### src/hw/rtl/dts_pkg.sv
`timescale 1ns / 1ps
// ----------------------------------------------------------------------------
// Deadline timer scheduler package
// Shared constants, codes and the request record passed from front to back.
// ----------------------------------------------------------------------------
package dts_pkg;

    localparam int TIMERS_DEF    = 16;
    localparam int TIME_BITS_DEF = 32;
    localparam int ID_W          = 4;
    localparam int IN_TIME_W     = 32;
    localparam int QUEUE_DEPTH   = 2;

    typedef enum logic [1:0] {
        CMD_START   = 2'd0,
        CMD_STOP    = 2'd1,
        CMD_PROCESS = 2'd2,
        CMD_UNUSED  = 2'd3
    } cmd_t;

    typedef enum logic [1:0] {
        KIND_OK      = 2'd0,
        KIND_INVALID = 2'd1,
        KIND_EXPIRED = 2'd2,
        KIND_NONE    = 2'd3
    } kind_t;

    // Classified request: the front resolves range checks up front.
    typedef struct packed {
        cmd_t            cmd;
        logic            id_ok;
        logic [ID_W-1:0] id;
        logic [IN_TIME_W-1:0] delay;
        logic [IN_TIME_W-1:0] period;
        logic [IN_TIME_W-1:0] now;
    } req_t;

    typedef enum logic [2:0] {
        ST_IDLE,
        ST_SCAN,
        ST_FIRE,
        ST_EMIT,
        ST_DONE
    } state_t;

endpackage

### src/hw/rtl/dts_front.sv
`timescale 1ns / 1ps
// ----------------------------------------------------------------------------
// Deadline timer scheduler front end
// Accepts requests, classifies them and holds them in a short queue.
// ----------------------------------------------------------------------------
module dts_front
    import dts_pkg::*;
#(
    parameter int TIMERS = TIMERS_DEF
)
(
    input  logic        clk,
    input  logic        rst_n,
    input  logic        in_valid,
    output logic        in_ready,
    input  logic [1:0]  in_cmd,
    input  logic [ID_W-1:0] in_id,
    input  logic [IN_TIME_W-1:0] in_delay,
    input  logic [IN_TIME_W-1:0] in_period,
    input  logic [IN_TIME_W-1:0] in_now,
    output logic        q_valid,
    input  logic        q_pop,
    output req_t        q_req
);

    req_t       mem_reg [QUEUE_DEPTH];
    logic       wr_ptr_reg, wr_ptr_next, rd_ptr_reg, rd_ptr_next;
    logic [1:0] cnt_reg, cnt_next;
    req_t       in_req;
    logic       push;

    always_comb
    begin
        in_req.cmd    = cmd_t'(in_cmd);
        in_req.id_ok  = ({28'd0, in_id} < 32'(TIMERS));
        in_req.id     = in_id;
        in_req.delay  = in_delay;
        in_req.period = in_period;
        in_req.now    = in_now;
    end

    assign in_ready = (cnt_reg != 2'(QUEUE_DEPTH));
    assign push     = in_valid && in_ready;
    assign q_valid  = (cnt_reg != 2'd0);
    assign q_req    = mem_reg[rd_ptr_reg];

    always_comb
    begin
        wr_ptr_next = push ? ~wr_ptr_reg : wr_ptr_reg;
        rd_ptr_next = q_pop ? ~rd_ptr_reg : rd_ptr_reg;
        cnt_next    = cnt_reg + 2'(push) - 2'(q_pop);
    end

    always_ff @(posedge clk or negedge rst_n)
    begin
        if (!rst_n)
        begin
            wr_ptr_reg <= 1'b0;
            rd_ptr_reg <= 1'b0;
            cnt_reg    <= 2'd0;
        end
        else
        begin
            wr_ptr_reg <= wr_ptr_next;
            rd_ptr_reg <= rd_ptr_next;
            cnt_reg    <= cnt_next;
        end
    end

    always_ff @(posedge clk)
    begin
        if (push)
        begin
            mem_reg[wr_ptr_reg] <= in_req;
        end
    end

endmodule

### src/hw/rtl/dts_back.sv
`timescale 1ns / 1ps
// ----------------------------------------------------------------------------
// Deadline timer scheduler back end
// Owns the timer bank and runs commands; expiries use a sequential scan.
// ----------------------------------------------------------------------------
module dts_back
    import dts_pkg::*;
#(
    parameter int TIMERS    = TIMERS_DEF,
    parameter int TIME_BITS = TIME_BITS_DEF
)
(
    input  logic        clk,
    input  logic        rst_n,
    input  logic        q_valid,
    output logic        q_pop,
    input  req_t        q_req,
    output logic        out_valid,
    input  logic        out_ready,
    output logic [1:0]  out_kind,
    output logic [ID_W-1:0] out_id,
    output logic        out_rearmed,
    output logic        out_last
);

    localparam int IW = (TIMERS > 1) ? $clog2(TIMERS) : 1;
    localparam int CW = $clog2(TIMERS + 1);

    logic [TIME_BITS-1:0] deadline_reg [TIMERS];
    logic [TIME_BITS-1:0] period_reg   [TIMERS];
    logic [TIMERS-1:0]    armed_reg;
    logic [TIMERS-1:0]    due_reg;
    logic [TIME_BITS-1:0] now_reg;

    state_t               state_reg, state_next;
    logic [CW-1:0]        scan_reg;
    logic [IW-1:0]        idx;
    logic                 best_ok_reg;
    logic [IW-1:0]        best_reg;
    logic [TIME_BITS-1:0] best_dl_reg;

    logic                 ov_reg;
    logic [1:0]           okind_reg;
    logic [ID_W-1:0]      oid_reg;
    logic                 orearm_reg;
    logic                 olast_reg;

    logic [TIME_BITS-1:0] delay_t, period_t, now_t, cur_dl, cur_pd;
    logic [TIME_BITS:0]   start_sum, rearm_sum;
    logic                 slot_free;
    logic                 emit;
    logic                 ok_cmd;

    assign idx       = scan_reg[IW-1:0];
    assign delay_t   = TIME_BITS'(q_req.delay);
    assign period_t  = TIME_BITS'(q_req.period);
    assign now_t     = TIME_BITS'(q_req.now);
    assign cur_dl    = deadline_reg[idx];
    assign cur_pd    = period_reg[best_reg];
    assign start_sum = {1'b0, now_reg} + {1'b0, delay_t};
    assign rearm_sum = {1'b0, now_t} + {1'b0, cur_pd};
    assign slot_free = !ov_reg || out_ready;

    // A result is loaded into the output register this cycle.
    assign emit = slot_free && ((state_reg == ST_IDLE && q_valid
                                 && q_req.cmd != CMD_PROCESS)
                                || state_reg == ST_EMIT);

    // Start of a valid timer, or stop of an armed one, answers ok.
    assign ok_cmd = q_req.id_ok && ((q_req.cmd == CMD_START)
                                    || (q_req.cmd == CMD_STOP
                                        && armed_reg[q_req.id[IW-1:0]]));

    assign out_valid   = ov_reg;
    assign out_kind    = okind_reg;
    assign out_id      = oid_reg;
    assign out_rearmed = orearm_reg;
    assign out_last    = olast_reg;

    // Next state.
    always_comb
    begin
        state_next = state_reg;
        case (state_reg)
            ST_IDLE:
            begin
                if (q_valid && slot_free)
                begin
                    state_next = (q_req.cmd == CMD_PROCESS) ? ST_SCAN : ST_IDLE;
                end
            end
            ST_SCAN:
            begin
                if (scan_reg == CW'(TIMERS - 1))
                begin
                    state_next = ST_FIRE;
                end
            end
            ST_FIRE:
            begin
                state_next = ST_EMIT;
            end
            ST_EMIT:
            begin
                if (slot_free)
                begin
                    state_next = (best_ok_reg && due_reg != '0) ? ST_SCAN : ST_DONE;
                end
            end
            ST_DONE:
            begin
                state_next = ST_IDLE;
            end
            default:
            begin
                state_next = ST_IDLE;
            end
        endcase
    end

    // Pop once a command finishes.
    always_comb
    begin
        q_pop = 1'b0;
        case (state_reg)
            ST_IDLE: q_pop = q_valid && slot_free && (q_req.cmd != CMD_PROCESS);
            ST_DONE: q_pop = 1'b1;
            default: q_pop = 1'b0;
        endcase
    end

    always_ff @(posedge clk or negedge rst_n)
    begin
        if (!rst_n)
        begin
            state_reg <= ST_IDLE;
            armed_reg <= '0;
            now_reg   <= '0;
            ov_reg    <= 1'b0;
            scan_reg  <= '0;
            due_reg   <= '0;
            best_ok_reg <= 1'b0;
            best_reg  <= '0;
            best_dl_reg <= '0;
        end
        else
        begin
            state_reg <= state_next;
            if (emit)
            begin
                ov_reg <= 1'b1;
            end
            else if (out_ready)
            begin
                ov_reg <= 1'b0;
            end
            case (state_reg)
                ST_IDLE:
                begin
                    if (q_valid && slot_free)
                    begin
                        if (q_req.cmd == CMD_PROCESS)
                        begin
                            now_reg     <= now_t;
                            scan_reg    <= '0;
                            best_ok_reg <= 1'b0;
                            for (int i = 0; i < TIMERS; i++)
                            begin
                                due_reg[i] <= armed_reg[i] && (deadline_reg[i] <= now_t);
                            end
                        end
                        else
                        begin
                            oid_reg    <= q_req.id;
                            orearm_reg <= 1'b0;
                            olast_reg  <= 1'b1;
                            okind_reg  <= ok_cmd ? KIND_OK : KIND_INVALID;
                            if (ok_cmd)
                            begin
                                armed_reg[q_req.id[IW-1:0]] <= (q_req.cmd == CMD_START);
                            end
                        end
                    end
                end
                ST_SCAN:
                begin
                    scan_reg <= scan_reg + 1'b1;
                    if (due_reg[idx] && (!best_ok_reg || cur_dl < best_dl_reg))
                    begin
                        best_ok_reg <= 1'b1;
                        best_reg    <= idx;
                        best_dl_reg <= cur_dl;
                    end
                end
                ST_FIRE:
                begin
                    if (best_ok_reg)
                    begin
                        due_reg[best_reg] <= 1'b0;
                        if (cur_pd == '0)
                        begin
                            armed_reg[best_reg] <= 1'b0;
                        end
                    end
                end
                ST_EMIT:
                begin
                    if (slot_free)
                    begin
                        oid_reg    <= best_ok_reg ? ID_W'(best_reg) : '0;
                        okind_reg  <= best_ok_reg ? KIND_EXPIRED : KIND_NONE;
                        orearm_reg <= best_ok_reg && (cur_pd != '0);
                        olast_reg  <= !best_ok_reg || (due_reg == '0);
                        if (best_ok_reg && due_reg != '0)
                        begin
                            scan_reg    <= '0;
                            best_ok_reg <= 1'b0;
                        end
                    end
                end
                default:
                begin
                end
            endcase
        end
    end

    // Timer bank payload.
    always_ff @(posedge clk)
    begin
        if (state_reg == ST_IDLE && q_valid && slot_free && q_req.cmd == CMD_START
            && q_req.id_ok)
        begin
            deadline_reg[q_req.id[IW-1:0]] <= start_sum[TIME_BITS] ? '1
                                               : start_sum[TIME_BITS-1:0];
            period_reg[q_req.id[IW-1:0]]   <= period_t;
        end
        else if (state_reg == ST_FIRE && best_ok_reg && cur_pd != '0)
        begin
            deadline_reg[best_reg] <= rearm_sum[TIME_BITS] ? '1 : rearm_sum[TIME_BITS-1:0];
        end
    end

endmodule

### src/hw/rtl/deadline_timer_scheduler_top.sv
`timescale 1ns / 1ps
// ----------------------------------------------------------------------------
// Deadline timer scheduler top level
// Bank of timers with start, stop and expiry processing.
// ----------------------------------------------------------------------------
// Channel  | Direction | Payload
// s_axis   | in        | tdata: command, timer_id, delay, period, now
// m_axis   | out       | tdata: kind, expired_id, rearmed; tlast: last
//
// An accepted request is registered in the queue and reaches the back end
// through it. Start, stop and unused requests finish in the idle state. A
// process request starts a scan, then per expired timer (once if none)
// scans all TIMERS slots, retires the earliest due timer and emits a result,
// then pops the request; each emit waits out output stalls.
// Reset clears all armed flags and the current time; the back end stalls
// only on the output register, the two-entry queue absorbs input bursts.
// ----------------------------------------------------------------------------
module deadline_timer_scheduler_top
    import dts_pkg::*;
#(
    parameter int TIMERS    = TIMERS_DEF,
    parameter int TIME_BITS = TIME_BITS_DEF
)
(
    input  logic         clk,
    input  logic         rst_n,
    input  logic         s_axis_tvalid,
    output logic         s_axis_tready,
    // command[1:0], timer_id[5:2], delay[37:6], period[69:38], now[101:70]
    input  logic [103:0] s_axis_tdata,
    output logic         m_axis_tvalid,
    input  logic         m_axis_tready,
    // kind[1:0], expired_id[5:2], rearmed[6]
    output logic [7:0]   m_axis_tdata,
    output logic         m_axis_tlast
);

    logic q_valid, q_pop;
    req_t q_req;
    logic [1:0] kind;
    logic [ID_W-1:0] eid;
    logic rearmed;

    dts_front #(.TIMERS(TIMERS)) u_front (
        .clk(clk), .rst_n(rst_n),
        .in_valid(s_axis_tvalid), .in_ready(s_axis_tready),
        .in_cmd(s_axis_tdata[1:0]), .in_id(s_axis_tdata[5:2]),
        .in_delay(s_axis_tdata[37:6]), .in_period(s_axis_tdata[69:38]),
        .in_now(s_axis_tdata[101:70]),
        .q_valid(q_valid), .q_pop(q_pop), .q_req(q_req)
    );

    dts_back #(.TIMERS(TIMERS), .TIME_BITS(TIME_BITS)) u_back (
        .clk(clk), .rst_n(rst_n),
        .q_valid(q_valid), .q_pop(q_pop), .q_req(q_req),
        .out_valid(m_axis_tvalid), .out_ready(m_axis_tready),
        .out_kind(kind), .out_id(eid), .out_rearmed(rearmed),
        .out_last(m_axis_tlast)
    );

    assign m_axis_tdata = {1'b0, rearmed, eid, kind};

    logic unused_pad;
    assign unused_pad = ^s_axis_tdata[103:102];

endmodule
### config.mk
export PLATFORM = sky130hd
export DESIGN_NAME = deadline_timer_scheduler_top
export DESIGN_NICKNAME = d
export VERILOG_FILES = /design/src/hw/rtl/dts_pkg.sv /design/src/hw/rtl/dts_front.sv /design/src/hw/rtl/dts_back.sv /design/src/hw/rtl/deadline_timer_scheduler_top.sv
export SDC_FILE = /design/constraint.sdc
export NUM_CORES = 2
export LEC_CHECK = 0
export ABC_AREA = 0
export BUFFER_PORTS_ARGS = -buffer_cell sky130_fd_sc_hd__buf_2
export CORE_UTILIZATION = 30
export DETAILED_ROUTE_END_ITERATION = 8
export GPL_TIMING_DRIVEN = 0
export MAX_ROUTING_LAYER = met4
export PLACE_DENSITY = 0.42
export SYNTH_ARGS = -nofsm -noshare
export SYNTH_HDL_FRONTEND = slang
export SYNTH_SLANG_ARGS = --single-unit
### constraint.sdc
create_clock -name clk -period 6.6 [get_ports clk]
set_input_delay 1.32 -clock clk [delete_from_list [all_inputs] [get_ports clk]]
set_output_delay 1.32 -clock clk [all_outputs]
set_load 0.005 [all_outputs]
==> metrics.md <==
| Metric | Value |
|---|---|
| Failing checks | `design-rule violations, max-capacitance violations` |
| # hold bufs at CTS | `0` |
| Cells after Synth | `4,315` |
| Synth Area per Inst | `~16 µm²` |
| Number of CTS-inserted buffers | `between 150 and 200` |
| Met2 Use GR | `0.350` |
| Global route hottest layer | `met2` |
| Post-synth top area cell | `edfxtp_1` |
| Initial antenna violation count | `17` |
| Final Critical Period | `around 6.3 ns` |
| Detailed-route vias per instance | `roughly 5.4` |
| Final WL | `about 250,000 µm` |
| Slew Limit Headroom | `0.00199` |
| Synth unique cells | `73` |
| Worst EP arrival | `6.96 ns` |
| R2R Setup Slk | `0.29 ns` |
| Vias | `between 40,000 and 50,000` |
| Worst-path clk slew | `0.06 ns` |
| Met1 Use GR | `0.310` |
| HPWL Detailed | `between 150,000 and 200,000 µm` |
| Worst path cell trace | `buf_2 > clkbuf_1 > mux4_2 > a22oi_1 > nand2_1 > ha_1 > clkbuf_1 > and3_1 > nor3b_1 > nand2_1 > a31o_2 > a211oi_1 > o21ai_1 > a21oi_1 > nor4_4 > clkbuf_4 > a22oi_2 > buf_4` |
| CP peak stage delay | `between 0.7 and 0.8 ns` |
| Synth Warn # | `0` |
| Starting Density | `0.302` |
| Met3 Usage GRT | `0.0308` |
| Remaining DRCs | `2` |
| Slowest-stage cell, CP | `clkbuf_1` |
| Share of the synthesized area in the top cell type | `0.554` |
| Critical path type | `register to register` |
| Layout area overhead | `19.2%` |
| First-pass GRT wire length | `about 340,000 µm` |
| CTS Sinks | `between 1,000 and 1,500` |
| CTS Buffer Depth | `3` |
| Overall Global Routing Usage | `0.226` |
| Nets | `between 5,000 and 6,000` |
| Most frequent cells after synthesis | `edfxtp_1, ha_1, mux4_2` |
| CP required | `about 7.3 ns` |
| Final setup viols | `0` |
| Root Buffer | `clkbuf_16` |
| Largest net degree at the start of global routing | `a little over 60` |
| Max Cap Viol | `1` |
| Total congestion overflow | `0` |
| Port Buffers | `~120` |
| Die ar. | `around 230,000 µm²` |
| Status | `finished, violations left` |
| Worst skew pair latency | `0.85 ns` |
| Most common cell in the netlist | `edfxtp_1` |
| Synth async-reset ratio | `0.0844` |
| Post-synth EDFFs | `1,236` |
| Worst vdd rail ir drop | `0.413 mV` |
| Initial DRT Pass Iterations | `8` |
| GPL Wtd Cong | `about 0.90` |
| Fin area | `around 80,000 µm²` |
| Pwr Density | `approximately 530 nW/µm²` |
| Yosys reg bits | `~1,400` |
| Skew final | `~0.042 ns` |
| Crit path max fanout | `12` |
| FMAX | `roughly 0.16 GHz` |
| Worst Setup End Kind | `register` |
| Net count after synthesis | `5,036` |
| Avg WL per Cell | `roughly 32 µm` |
| Antenna Nets Post-Route | `0` |
| Setup TNS | `0 ns` |
| Mapped cell area | `approximately 67,000 µm²` |
| CP endpoint | `u_back.deadline_reg[4][24]` |
| Fin. Hold Viols | `0` |
| Slew Viols, Final | `0` |
| Register area share after synthesis | `0.596` |
| CTS tree | `done` |
| CTS H-tree depth | `4` |
| Rows | `around 170` |
| Vias in the first global route | `~42,000` |
| Synth area leaders | `edfxtp_1, ha_1, mux4_2` |
| Worst hold path class | `input pin to async pin` |
| Leak Pwr | `about 0.029 µW` |
| Die Wd | `about 470 µm` |
| Worst Tran Pin Value | `about 1.5 ns` |
| CP startpoint kind | `register` |
| Reg-to-reg endpoint | `u_back.deadline_reg[4][24]` |
| Core outline area | `222,000 µm²` |
| Placed Area | `between 70,000 and 80,000 µm²` |
| RSZ-0062 raised after global routing | `no` |
| Top Ports | `roughly 120` |
| Most common flop cell mapped by yosys | `edfxtp_1` |
| 1st-iter DRT viols | `slightly below 4,000` |
| Die H | `between 400 and 500 µm` |
| Layout cells sized above 1 | `0.219` |
| Worst r2r src | `u_back.best_reg[1]` |
| Worst R2R Path Depth | `18` |
| Critical Path Source | `u_back.best_reg[1]` |
| Final Cycle Share | `0.956` |
stage by stage:
| step | setup WS, ns | cells | utilization | power, µW | hold slack, ns |
|---|---|---|---|---|---|
| 5_1_grt | 0.0130 | 7831 | 0.360 | 44500 | 0.489 |
| 3_3_place_gp | -5.07 | 7405 | 0.321 | 31400 | 0.471 |
| 6_report | 0.291 | 7833 | 0.360 | 42500 | 0.447 |
| 2_1_floorplan | 0.382 | 4315 | - | 23300 | 0.450 |
| 3_5_place_dp | -1.23 | 7524 | 0.335 | 33600 | 0.477 |
| 4_1_cts | 0.0315 | 7827 | 0.359 | 42800 | 0.445 |
critical path: cells and delay by family (launching register included):
kind / cells / cell delay, ns
AOI/OAI and AO/OA: 6 / 1.86
adders and majority gates: 1 / 0.46
buffers and inverters: 5 / 1.82
DFF: 1 / 0.31
muxes: 1 / 0.42
and+or+nand+nor: 5 / 1.20
placed cells by master (no fill, tap or decap), types with 16 or more instances in the layout:
cell type  netlist  routed
a211oi_1        26      26
a21o_1         226     226
a21oi_1        212     211
a22oi_1         86      64
a22oi_2          0      22
and2_2           0      16
buf_12           0      63
buf_16           0      28
buf_2           20     153
buf_8            0      23
clkbuf_1        87     103
clkbuf_16        0     164
clkbuf_2         0      20
clkinv_1         0      31
clkinv_2         0      23
dfrtp_1        114     114
edfxtp_1      1236    1236
ha_1           611     611
inv_1          124     124
mux2_2         102     102
mux2i_1         49      18
mux2i_4          0      31
mux4_2         294     294
nand2_1        119     119
nand2b_1        30      30
nand3_1         55      55
nand4_1        135     135
nor2_1         154     137
nor2_4           0      17
nor2b_1         55      55
nor3_1          27      27
nor4_1          26      24
o211ai_1        21      21
o21a_1          73      73
o21ai_0        135     133
o31ai_1         21      21
xnor2_1         26      26
xor2_1          27      27
how the worst min path moves through the flow:
stage,end,slack (ns),cells after the start,start
2_1_floorplan,u_back.scan_reg[4],0.45,2,u_back.scan_reg[4]
3_3_place_gp,u_back.best_dl_reg[24],0.47,1,u_back.best_dl_reg[24]
3_5_place_dp,u_back.best_dl_reg[24],0.48,1,u_back.best_dl_reg[24]
4_1_cts,u_back.best_dl_reg[8],0.44,1,rst_n
5_1_grt,u_back.best_dl_reg[8],0.49,1,rst_n
6_report,u_back.best_dl_reg[8],0.45,1,rst_n
cell type report:
cell class / count / area (µm²)
Fill cell: 21185 / 142000
Timing Repair Buffer: 245 / 3090
Antenna cell: 4 / 10.0
Sequential cell: 1350 / 40000
Multi-Input combinational cell: 2697 / 26700
Inverter: 124 / 465
Clock inverter: 83 / 837
Buffer: 144 / 686
Clock buffer: 211 / 4340
Tap cell: 2975 / 3720
report_power, final:
part           switching [µW]  leakage, µW  internal (µW)
sequential                377       0.0126          12200
combinational           13400       0.0140           7680
clock                    3780      0.00251           5060
total                   17600       0.0290          25000
routing by layer:
layer	part of all wire	wire length [µm]
met3	0.047	11600
met2	0.46	115000
met4	0.028	6910
met5	0	0
met1	0.46	114000
cells by family after synthesis:
family | count (synthesis) | share of synthesized area
simple gates | 676 | 0.0522
other cells | 1 | 0.0000560
mux | 448 | 0.124
buf+inv | 268 | 0.0160
xor+xnor | 53 | 0.00693
compound gates | 906 | 0.0899
fa+ha+maj | 613 | 0.115
flops | 1350 | 0.596
timing repair:
item,CTS,global route
setup endpoints to repair,548,472
resized for setup,21,23
endpoints found under the hold margin,0,0
pin swaps,3,1
setup buffers,9,1
(Power assumes the default switching activity.)
